$ cat src/sv/assert_macros.svh
// Assertion macros shared by the discordant pair filter RTL.
// Expects signals named clk and rst_n in the including module.
`ifndef ASSERT_MACROS_SVH
`define ASSERT_MACROS_SVH

// Checked only outside reset.
`define DPF_ASSERT(lbl, prop, msg) \
  lbl: assert property (@(posedge clk) disable iff (!rst_n) prop) else $error(msg);

// Checked at every edge; the property guards reset itself.
`define DPF_ASSERT_ALWAYS(lbl, prop, msg) \
  lbl: assert property (@(posedge clk) prop) else $error(msg);

`endif

$ cat src/sv/dpf_pkg.sv
// Package for the discordant pair filter: widths, register codes, flag bits,
// the classification and configuration structs and the saturating increment.
package dpf_pkg;

  localparam int CFG_IDX_W  = 8;
  localparam int CFG_DATA_W = 32;
  localparam int FLAG_W     = 12;
  localparam int POS_W      = 32;
  localparam int LEN_W      = 16;
  localparam int THR_W      = 31;
  localparam int CNT_W      = 32;

  // Configuration register indexes
  localparam logic [CFG_IDX_W-1:0] CFG_MIN_INSERT  = CFG_IDX_W'(0);
  localparam logic [CFG_IDX_W-1:0] CFG_MAX_OVERLAP = CFG_IDX_W'(1);

  localparam logic [THR_W-1:0] MIN_INSERT_RST  = THR_W'(1000);
  localparam logic [LEN_W-1:0] MAX_OVERLAP_RST = LEN_W'(90);

  // Alignment flag bit positions
  localparam int FLG_UNMAPPED  = 2;
  localparam int FLG_REVERSE   = 4;
  localparam int FLG_MREVERSE  = 5;
  localparam int FLG_SECONDARY = 8;
  localparam int FLG_SUPPL     = 11;

  localparam logic [CNT_W-1:0] CNT_MAX = '1;

  typedef struct packed {
    logic [THR_W-1:0] min_insert;
    logic [LEN_W-1:0] max_overlap;
  } cfg_t;

  // Classification of the record held in the input register
  typedef struct packed {
    logic valid;
    logic skip;
    logic keep;
    logic fwd;
    logic rvs;
    logic outw;
    logic longi;
    logic xref;
  } cls_t;

  function automatic logic [CNT_W-1:0] sat_inc(input logic [CNT_W-1:0] c, input logic hit);
    sat_inc = (hit && (c != CNT_MAX)) ? c + CNT_W'(1) : c;
  endfunction

endpackage

$ cat src/sv/dpf_in_if.sv
// Record input channel of the discordant pair filter.
// Depends on dpf_pkg for field widths.
interface dpf_in_if;
  import dpf_pkg::*;

  logic                    valid;
  logic                    ready;
  logic [FLAG_W-1:0]       flag_word;
  logic signed [POS_W-1:0] read_start;
  logic signed [POS_W-1:0] mate_start;
  logic signed [POS_W-1:0] ref_id;
  logic signed [POS_W-1:0] mate_ref_id;
  logic signed [POS_W-1:0] insert_size;
  logic [LEN_W-1:0]        read_length;

  modport source (output valid, flag_word, read_start, mate_start, ref_id, mate_ref_id,
                  insert_size, read_length, input ready);
  modport sink (input valid, flag_word, read_start, mate_start, ref_id, mate_ref_id,
                insert_size, read_length, output ready);
endinterface

$ cat src/sv/dpf_out_if.sv
// Result channel of the discordant pair filter.
// Depends on dpf_pkg for counter width.
interface dpf_out_if;
  import dpf_pkg::*;

  logic             valid;
  logic             ready;
  logic             keep;
  logic             skipped;
  logic [CNT_W-1:0] same_forward_count;
  logic [CNT_W-1:0] same_reverse_count;
  logic [CNT_W-1:0] outward_count;
  logic [CNT_W-1:0] long_insert_count;
  logic [CNT_W-1:0] cross_ref_count;

  modport source (output valid, keep, skipped, same_forward_count, same_reverse_count,
                  outward_count, long_insert_count, cross_ref_count, input ready);
  modport sink (input valid, keep, skipped, same_forward_count, same_reverse_count,
                outward_count, long_insert_count, cross_ref_count, output ready);
endinterface

$ cat src/sv/dpf_cfg_if.sv
// Configuration write channel of the discordant pair filter.
// Depends on dpf_pkg for index and data widths.
interface dpf_cfg_if;
  import dpf_pkg::*;

  logic                  valid;
  logic                  ready;
  logic [CFG_IDX_W-1:0]  index;
  logic [CFG_DATA_W-1:0] data;

  modport source (output valid, index, data, input ready);
  modport sink (input valid, index, data, output ready);
endinterface

$ cat src/sv/dpf_cfg_regs.sv
// Configuration registers of the discordant pair filter.
// Depends on dpf_pkg and dpf_cfg_if.
module dpf_cfg_regs (
  input  logic          clk,
  input  logic          rst_n,
  dpf_cfg_if.sink       cfg_ch,
  output dpf_pkg::cfg_t cfg
);
  import dpf_pkg::*;

  cfg_t cfg_r;
  cfg_t cfg_nxt;

  // Always ready; unknown indexes are dropped
  assign cfg_ch.ready = 1'b1;

  always_comb begin
    cfg_nxt = cfg_r;
    if (cfg_ch.valid) begin
      case (cfg_ch.index)
        CFG_MIN_INSERT:  cfg_nxt.min_insert  = cfg_ch.data[THR_W-1:0];
        CFG_MAX_OVERLAP: cfg_nxt.max_overlap = cfg_ch.data[LEN_W-1:0];
        default:         cfg_nxt = cfg_r;
      endcase
    end
  end

  always_ff @(posedge clk) begin
    if (!rst_n) begin
      cfg_r.min_insert  <= MIN_INSERT_RST;
      cfg_r.max_overlap <= MAX_OVERLAP_RST;
    end else begin
      cfg_r <= cfg_nxt;
    end
  end

  assign cfg = cfg_r;

endmodule

$ cat src/sv/dpf_classify.sv
// Input register and record classification of the discordant pair filter.
// Depends on dpf_pkg, dpf_in_if and assert_macros.svh.
`include "assert_macros.svh"

module dpf_classify (
  input  logic          clk,
  input  logic          rst_n,
  dpf_in_if.sink        in_ch,
  input  dpf_pkg::cfg_t cfg,
  input  logic          adv,
  output dpf_pkg::cls_t cls
);
  import dpf_pkg::*;

  logic                    s1_v_r;
  logic                    s1_v_nxt;
  logic [FLAG_W-1:0]       flag_r;
  logic signed [POS_W-1:0] rpos_r;
  logic signed [POS_W-1:0] mpos_r;
  logic signed [POS_W-1:0] tid_r;
  logic signed [POS_W-1:0] mtid_r;
  logic signed [POS_W-1:0] isz_r;
  logic [LEN_W-1:0]        rlen_r;

  logic                    accept;
  logic                    skip;
  logic                    rev;
  logic                    mrev;
  logic                    lim_pos;
  logic [LEN_W-1:0]        lim;
  logic signed [POS_W+1:0] lim_ext;
  logic signed [POS_W+1:0] diff_rm;
  logic signed [POS_W+1:0] diff_mr;
  logic [POS_W:0]          mag;
  logic                    xref;
  logic                    outw;
  logic                    longi;

  // Input register: holds while the result side is stalled
  assign in_ch.ready = !s1_v_r || adv;
  assign accept      = in_ch.valid && in_ch.ready;

  always_comb begin
    if (accept) begin
      s1_v_nxt = 1'b1;
    end else if (adv) begin
      s1_v_nxt = 1'b0;
    end else begin
      s1_v_nxt = s1_v_r;
    end
  end

  always_ff @(posedge clk) begin
    if (!rst_n) begin
      s1_v_r <= 1'b0;
    end else begin
      s1_v_r <= s1_v_nxt;
    end
  end

  always_ff @(posedge clk) begin
    if (accept) begin
      flag_r <= in_ch.flag_word;
      rpos_r <= in_ch.read_start;
      mpos_r <= in_ch.mate_start;
      tid_r  <= in_ch.ref_id;
      mtid_r <= in_ch.mate_ref_id;
      isz_r  <= in_ch.insert_size;
      rlen_r <= in_ch.read_length;
    end
  end

  // Flag decode
  assign skip = flag_r[FLG_UNMAPPED] | flag_r[FLG_SECONDARY] | flag_r[FLG_SUPPL];
  assign rev  = flag_r[FLG_REVERSE];
  assign mrev = flag_r[FLG_MREVERSE];

  // Outward test: start gap beyond read length minus overlap, no wrap
  assign lim_pos = rlen_r > cfg.max_overlap;
  assign lim     = rlen_r - cfg.max_overlap;
  assign lim_ext = $signed({{(POS_W+2-LEN_W){1'b0}}, lim});
  assign diff_rm = $signed({{2{rpos_r[POS_W-1]}}, rpos_r}) -
                   $signed({{2{mpos_r[POS_W-1]}}, mpos_r});
  assign diff_mr = $signed({{2{mpos_r[POS_W-1]}}, mpos_r}) -
                   $signed({{2{rpos_r[POS_W-1]}}, rpos_r});

  assign xref  = tid_r != mtid_r;
  assign outw  = lim_pos && !xref &&
                 ((!rev && mrev && (diff_rm > lim_ext)) ||
                  (rev && !mrev && (diff_mr > lim_ext)));

  // Exact magnitude of the insert size, 33 bits
  assign mag   = isz_r[POS_W-1] ? ((POS_W+1)'(0) - {isz_r[POS_W-1], isz_r})
                                : {1'b0, isz_r};
  assign longi = mag >= {2'b00, cfg.min_insert};

  always_comb begin
    cls.valid = s1_v_r;
    cls.skip  = skip;
    cls.fwd   = !skip && !rev && !mrev;
    cls.rvs   = !skip && rev && mrev;
    cls.outw  = !skip && outw;
    cls.longi = !skip && longi;
    cls.xref  = !skip && xref;
    cls.keep  = cls.fwd | cls.rvs | cls.outw | cls.longi | cls.xref;
  end

  `DPF_ASSERT(a_s1_hold, s1_v_r && !adv |=> s1_v_r, "input register dropped a stalled record")
  `DPF_ASSERT(a_skip_no_keep, cls.skip |-> !cls.keep, "skipped record classified as kept")

endmodule

$ cat src/sv/dpf_counters.sv
// Category counters and result register of the discordant pair filter.
// Depends on dpf_pkg, dpf_out_if and assert_macros.svh.
`include "assert_macros.svh"

module dpf_counters (
  input  logic          clk,
  input  logic          rst_n,
  input  dpf_pkg::cls_t cls,
  output logic          adv,
  dpf_out_if.source     out_ch
);
  import dpf_pkg::*;

  logic             out_v_r;
  logic             out_v_nxt;
  logic             keep_r;
  logic             skip_r;
  logic [CNT_W-1:0] fwd_r;
  logic [CNT_W-1:0] rvs_r;
  logic [CNT_W-1:0] outw_r;
  logic [CNT_W-1:0] long_r;
  logic [CNT_W-1:0] cross_r;
  logic             load;

  // Result register frees when empty or taken this cycle
  assign adv  = !out_v_r || out_ch.ready;
  assign load = cls.valid && adv;

  always_comb begin
    if (load) begin
      out_v_nxt = 1'b1;
    end else if (out_ch.ready) begin
      out_v_nxt = 1'b0;
    end else begin
      out_v_nxt = out_v_r;
    end
  end

  // Counters move only when a record enters the result register,
  // so they always equal the counts shown with that result
  always_ff @(posedge clk) begin
    if (!rst_n) begin
      out_v_r <= 1'b0;
      fwd_r   <= '0;
      rvs_r   <= '0;
      outw_r  <= '0;
      long_r  <= '0;
      cross_r <= '0;
    end else begin
      out_v_r <= out_v_nxt;
      if (load) begin
        fwd_r   <= sat_inc(fwd_r, cls.fwd);
        rvs_r   <= sat_inc(rvs_r, cls.rvs);
        outw_r  <= sat_inc(outw_r, cls.outw);
        long_r  <= sat_inc(long_r, cls.longi);
        cross_r <= sat_inc(cross_r, cls.xref);
      end
    end
  end

  always_ff @(posedge clk) begin
    if (load) begin
      keep_r <= cls.keep;
      skip_r <= cls.skip;
    end
  end

  assign out_ch.valid              = out_v_r;
  assign out_ch.keep               = keep_r;
  assign out_ch.skipped            = skip_r;
  assign out_ch.same_forward_count = fwd_r;
  assign out_ch.same_reverse_count = rvs_r;
  assign out_ch.outward_count      = outw_r;
  assign out_ch.long_insert_count  = long_r;
  assign out_ch.cross_ref_count    = cross_r;

  `DPF_ASSERT_ALWAYS(a_fwd_step, rst_n && $past(rst_n) |-> (fwd_r == $past(fwd_r)) || (fwd_r == $past(fwd_r) + CNT_W'(1)), "forward counter moved by more than one")
  `DPF_ASSERT(a_cnt_idle, !load |=> $stable({fwd_r, rvs_r, outw_r, long_r, cross_r}), "counters changed without a record")
  `DPF_ASSERT(a_out_skip, out_v_r && skip_r |-> !keep_r, "skipped result marked keep")

endmodule

$ cat src/sv/discordant_pair_filter.sv
// Top level of the discordant pair filter.
// Depends on dpf_pkg, the channel interfaces, dpf_cfg_regs, dpf_classify and dpf_counters.
//
// Usage:
//   in_ch  : one aligned read record per beat (flags, positions, ref ids,
//            insert size, read length); accepted when valid and ready.
//   out_ch : one result beat per record: keep, skipped and the five
//            saturating category counters as they stand after that record.
//   cfg_ch : register writes (index 0 min_insert_size, 1 max_overlap);
//            always ready, unknown indexes ignored. Write only while idle.
// Path: an accepted record waits in the input register and moves to the
//   result register when it is free; one input register, one result register.
// Throughput: one record per cycle while out_ch takes each result; classification
//   is a few compares in the single stage between the two registers.
// Reset: synchronous, active low; counters clear to zero, min_insert_size
//   returns to 1000 and max_overlap to 90, both channels empty.
// Stall: a result held by out_ch keeps the counters still; the input
//   register still takes one more record, then in_ch.ready drops until
//   the result is taken.
module discordant_pair_filter (
  input logic         clk,
  input logic         rst_n,
  dpf_in_if.sink      in_ch,
  dpf_out_if.source   out_ch,
  dpf_cfg_if.sink     cfg_ch
);
  import dpf_pkg::*;

  cfg_t cfg;
  cls_t cls;
  logic adv;

  dpf_cfg_regs u_cfg (
    .clk    (clk),
    .rst_n  (rst_n),
    .cfg_ch (cfg_ch),
    .cfg    (cfg)
  );

  dpf_classify u_classify (
    .clk   (clk),
    .rst_n (rst_n),
    .in_ch (in_ch),
    .cfg   (cfg),
    .adv   (adv),
    .cls   (cls)
  );

  dpf_counters u_counters (
    .clk    (clk),
    .rst_n  (rst_n),
    .cls    (cls),
    .adv    (adv),
    .out_ch (out_ch)
  );

endmodule
$ cat src/flat_wrapper.sv
// flat-port wrapper written by rule: the top's interface ports become plain ports
module discordant_pair_filter_flat import dpf_pkg::*;
  (clk, rst_n, in_ch_valid, in_ch_flag_word, in_ch_read_start, in_ch_mate_start, in_ch_ref_id, in_ch_mate_ref_id, in_ch_insert_size, in_ch_read_length, in_ch_ready, out_ch_valid, out_ch_keep, out_ch_skipped, out_ch_same_forward_count, out_ch_same_reverse_count, out_ch_outward_count, out_ch_long_insert_count, out_ch_cross_ref_count, out_ch_ready, cfg_ch_valid, cfg_ch_index, cfg_ch_data, cfg_ch_ready);
  dpf_in_if in_ch_i ();
  dpf_out_if out_ch_i ();
  dpf_cfg_if cfg_ch_i ();
  input logic clk;
  input logic rst_n;
  input wire logic [$bits(in_ch_i.valid)-1:0] in_ch_valid;
  input wire logic [$bits(in_ch_i.flag_word)-1:0] in_ch_flag_word;
  input wire logic [$bits(in_ch_i.read_start)-1:0] in_ch_read_start;
  input wire logic [$bits(in_ch_i.mate_start)-1:0] in_ch_mate_start;
  input wire logic [$bits(in_ch_i.ref_id)-1:0] in_ch_ref_id;
  input wire logic [$bits(in_ch_i.mate_ref_id)-1:0] in_ch_mate_ref_id;
  input wire logic [$bits(in_ch_i.insert_size)-1:0] in_ch_insert_size;
  input wire logic [$bits(in_ch_i.read_length)-1:0] in_ch_read_length;
  output wire logic [$bits(in_ch_i.ready)-1:0] in_ch_ready;
  output wire logic [$bits(out_ch_i.valid)-1:0] out_ch_valid;
  output wire logic [$bits(out_ch_i.keep)-1:0] out_ch_keep;
  output wire logic [$bits(out_ch_i.skipped)-1:0] out_ch_skipped;
  output wire logic [$bits(out_ch_i.same_forward_count)-1:0] out_ch_same_forward_count;
  output wire logic [$bits(out_ch_i.same_reverse_count)-1:0] out_ch_same_reverse_count;
  output wire logic [$bits(out_ch_i.outward_count)-1:0] out_ch_outward_count;
  output wire logic [$bits(out_ch_i.long_insert_count)-1:0] out_ch_long_insert_count;
  output wire logic [$bits(out_ch_i.cross_ref_count)-1:0] out_ch_cross_ref_count;
  input wire logic [$bits(out_ch_i.ready)-1:0] out_ch_ready;
  input wire logic [$bits(cfg_ch_i.valid)-1:0] cfg_ch_valid;
  input wire logic [$bits(cfg_ch_i.index)-1:0] cfg_ch_index;
  input wire logic [$bits(cfg_ch_i.data)-1:0] cfg_ch_data;
  output wire logic [$bits(cfg_ch_i.ready)-1:0] cfg_ch_ready;
  assign in_ch_i.valid = in_ch_valid;
  assign in_ch_i.flag_word = in_ch_flag_word;
  assign in_ch_i.read_start = in_ch_read_start;
  assign in_ch_i.mate_start = in_ch_mate_start;
  assign in_ch_i.ref_id = in_ch_ref_id;
  assign in_ch_i.mate_ref_id = in_ch_mate_ref_id;
  assign in_ch_i.insert_size = in_ch_insert_size;
  assign in_ch_i.read_length = in_ch_read_length;
  assign in_ch_ready = in_ch_i.ready;
  assign out_ch_valid = out_ch_i.valid;
  assign out_ch_keep = out_ch_i.keep;
  assign out_ch_skipped = out_ch_i.skipped;
  assign out_ch_same_forward_count = out_ch_i.same_forward_count;
  assign out_ch_same_reverse_count = out_ch_i.same_reverse_count;
  assign out_ch_outward_count = out_ch_i.outward_count;
  assign out_ch_long_insert_count = out_ch_i.long_insert_count;
  assign out_ch_cross_ref_count = out_ch_i.cross_ref_count;
  assign out_ch_i.ready = out_ch_ready;
  assign cfg_ch_i.valid = cfg_ch_valid;
  assign cfg_ch_i.index = cfg_ch_index;
  assign cfg_ch_i.data = cfg_ch_data;
  assign cfg_ch_ready = cfg_ch_i.ready;
  discordant_pair_filter u_core (.clk(clk), .rst_n(rst_n), .in_ch(in_ch_i), .out_ch(out_ch_i), .cfg_ch(cfg_ch_i));
endmodule
$ cat config.mk
export PLATFORM = sky130hd
export DESIGN_NAME = discordant_pair_filter_flat
export DESIGN_NICKNAME = d
export VERILOG_FILES = /design/src/sv/dpf_pkg.sv /design/src/sv/dpf_in_if.sv /design/src/sv/dpf_out_if.sv /design/src/sv/dpf_cfg_if.sv /design/src/sv/dpf_cfg_regs.sv /design/src/sv/dpf_classify.sv /design/src/sv/dpf_counters.sv /design/src/sv/discordant_pair_filter.sv /design/src/flat_wrapper.sv
export VERILOG_INCLUDE_DIRS = /design/src /design/src/sv
export SDC_FILE = /design/constraint.sdc
export NUM_CORES = 1
export LEC_CHECK = 0
export BUFFER_PORTS_ARGS = -buffer_cell sky130_fd_sc_hd__buf_2
export CORE_MARGIN = 1
export CORE_UTILIZATION = 51
export DETAILED_ROUTE_END_ITERATION = 7
export PLACE_DENSITY = 0.75
export RECOVER_POWER = 100
export SYNTH_ARGS = -nofsm -noshare
export SYNTH_HDL_FRONTEND = slang
export SYNTH_HIERARCHICAL = 1
export SYNTH_SLANG_ARGS = --single-unit
$ cat constraint.sdc
create_clock -name clk -period 12.45 [get_ports clk]
set_clock_uncertainty 0.15 [all_clocks]
set_input_delay 1.245 -clock clk [delete_from_list [all_inputs] [get_ports clk]]
set_output_delay 1.245 -clock clk [all_outputs]
set_load 0.01 [all_outputs]
==> run metrics <==
placed cell areas 0.02536 mm^2; Mapped Cells 2407; wire per inst 18.08 um; hpwl dp 45940 um; Int Power 2.376 mW; Hold Vio Cnt, Final 0; ys flop type dfxtp_1; WL final 61220 um; Mapped Nets 2785; Max-slew headroom -178.8%; Die X 214.5 um; Ports 398; outcome finished, violations left; global placer's final weighted congestion 0.9702; main combinational cell family by area after synthesis simple AND/OR/NAND/NOR gates; sequential fraction of the synthesis area 42.02%; Remaining Overflow, GRT 0; die area 0.04603 mm^2; NumNets Final 3133; violated checks capacitance limit, slew limit; Synth area leaders edfxtp_1 24%, dfxtp_1 18%, ha_1 7.7%, xor2_1 4.3%, xnor2_1 4.3%; synth cell count leaders 224 x nand2_1, 209 x dfxtp_1, 183 x edfxtp_1; hold_buf cts 0; Via density 5.690; adder-cell area share of the yosys netlist 8.060%; Req. time, crit path 12.59 ns; Reg power frac 44.3%; Non-Filler Cell Area, Final 0.02660 mm^2; yosys warns 6; FP Rows 77; starting density of the core 51.87%; Worst EP arrival 8.76 ns; Synth Area in XOR/XNOR 8.630%; Post-CTS Resized 0; Fmax 115.9 MHz; met2 GRT Util 43.24%; core footprint 0.04441 mm^2; Clock Path Buffers 3; mux contribution to synthesized area 2.824%; flops & latches, synth 392; Post-Synth Simple-Gate Area 22.01%; Initial DRC Count 1390; Worst Tran Pin Value 4.181 ns; largest net degree at the start of global routing 118; Setup CP Type primary input to register; Synth top area share 23.85%; Residual DRC 0; H-tree Lvls 2; setup TNS 0 ns; Util after Layout 59.89%; crit start category primary input; DR vias 19266; vias in the first global route 18844; Psw 0.8244 mW; GRT busiest layer met2; first-pass GRT wire length 98100 um; post-synth design cell area 0.02304 mm^2; Clock transition at path regs 0.06 ns; total global-route track usage 26.12%; switch share 25.76%; most instantiated library cell after synthesis nand2_1; fin. max-slew vios 458; cell taking the most area after synthesis edfxtp_1; VDD IR max 0.1246 mV; worst-path fanout max 117; fraction of layout instances using a drive strength above 1 11.87%; Synth cell types 93; P per Cell Area 120.3 mW/mm^2; Synth Area in Compound Gates 12.25%; clock net sink count 392; syn_area_per_cell 9.571 um^2; post-CTS setup buffer count 0; Final Power 3.200 mW; Antenna Nets Post-Route 0; RSZ-0062 raised after global routing no; Max-Cap Viols 6; area grow syn2layout 15.46%; DIE HEIGHT 214.5 um; Clock Latency Late Sink 0.58 ns; port buffer count 388; Comb pwr share 14.0%; M3 GR Usage 5.262%; DR pass1 iterations 5; async set-reset flop share out of synthesis 0%; clock period minus worst slack 8.627 ns; TritonCTS clock tree yes; met1 usage 32.94%; Hold Path Class register to register; Root Driver clkbuf_16; LEAKAGE 10.69 nW; initial antenna violation count 10; fin crit share 69.29%; number of synthesized flops with an enable pin 183; final setup vio count 0; clock power share 41.7%; Crit. End Element register; Num CTS Buffers 43
[final timing paths]
kind	from	slack [ns]	depth (start not counted)	end
max	rst_n	3.82	4	u_core/u_cfg/cfg[25]
min	u_core/u_cfg/cfg[27]	0.31	2	u_core/u_cfg/cfg[27]
max reg2reg	u_core/u_classify/rlen_r[0]	5.11	26	u_core/u_counters/out_ch.outward_count[28]
min reg2reg	u_core/u_cfg/cfg[27]	0.31	2	u_core/u_cfg/cfg[27]
[worst max-delay path: stages]
cell	delay [ns]
clkbuf_1	1.95
clkbuf_1	3.05
clkbuf_1	2.02
o21ai_0	0.41
[logic make-up after synthesis]
group,count (synthesis)
compound gates,428
mux,65
buf+inv,237
xor+xnor,227
other cells,1
simple gates,910
fa+ha+maj,147
flops,392
[layout by cell type (no fill, tap or decap), types with 88 or more instances in the layout]
cell type  synthesis  routed
a21oi_1           96      96
buf_2             10     211
clkbuf_1          68     185
dfxtp_1          209     209
edfxtp_1         183     183
ha_1             142     142
inv_1            145     146
nand2_1          224     224
nand3_1           87      88
o21ai_0           96      98
xnor2_1          113     113
xor2_1           114     114
[final cells by class]
| type | instances | area [um^2] |
|---|---|---|
| sequential | 392 | 9679 |
| antenna | 5 | 12.51 |
| tap | 592 | 740.7 |
| inverter | 146 | 548.0 |
| fill | 3844 | 17810 |
| clock inverter | 24 | 286.5 |
| multi-input combinational | 1778 | 12370 |
| clock buffer | 55 | 1214 |
| timing repair buffer | 394 | 1750 |
[per-stage QoR]
stage | hold WS (ns) | cells | worst slack [ns]
after floorplan | 0.2847 | 2407 | 5.907
after global placement | 0.2950 | 3302 | 6.015
after detailed placement | 0.2977 | 3302 | 5.804
after CTS | 0.3133 | 3381 | 5.777
after global routing | 0.3365 | 3385 | 2.797
final | 0.3085 | 3386 | 3.823
[flip-flops by register name (all words and copies together) (netlist names), 16 cells and up]
signal                                       cells
u_core/u_classify/mtid_r                        32
u_core/u_classify/isz_r                         32
u_core/u_counters/out_ch.cross_ref_count        32
u_core/u_counters/out_ch.same_reverse_count     32
u_core/u_classify/rlen_r                        16
u_core/u_classify/rpos_r                        32
u_core/u_counters/out_ch.same_forward_count     32
u_core/u_classify/tid_r                         32
u_core/u_counters/out_ch.outward_count          32
u_core/u_counters/out_ch.long_insert_count      32
u_core/u_classify/mpos_r                        32
u_core/u_cfg/cfg                                47
[layer usage]
metal	wire, um	vias up
met3	4063	141
met4	2309	10
li1	-	9362
met2	29190	633
met1	25610	9120
met5	50	-
[power by group through the flow]
stage | Sequential, mW | Clock, mW | Combinational, mW
floorplan | 1.44 | 0 | 0.315
global placement | 1.44 | 0 | 0.432
detailed placement | 1.44 | 0 | 0.443
CTS | 1.41 | 1.37 | 0.446
global route | 1.42 | 1.41 | 0.499
finish | 1.42 | 1.33 | 0.449
(Power assumes the default switching activity.)
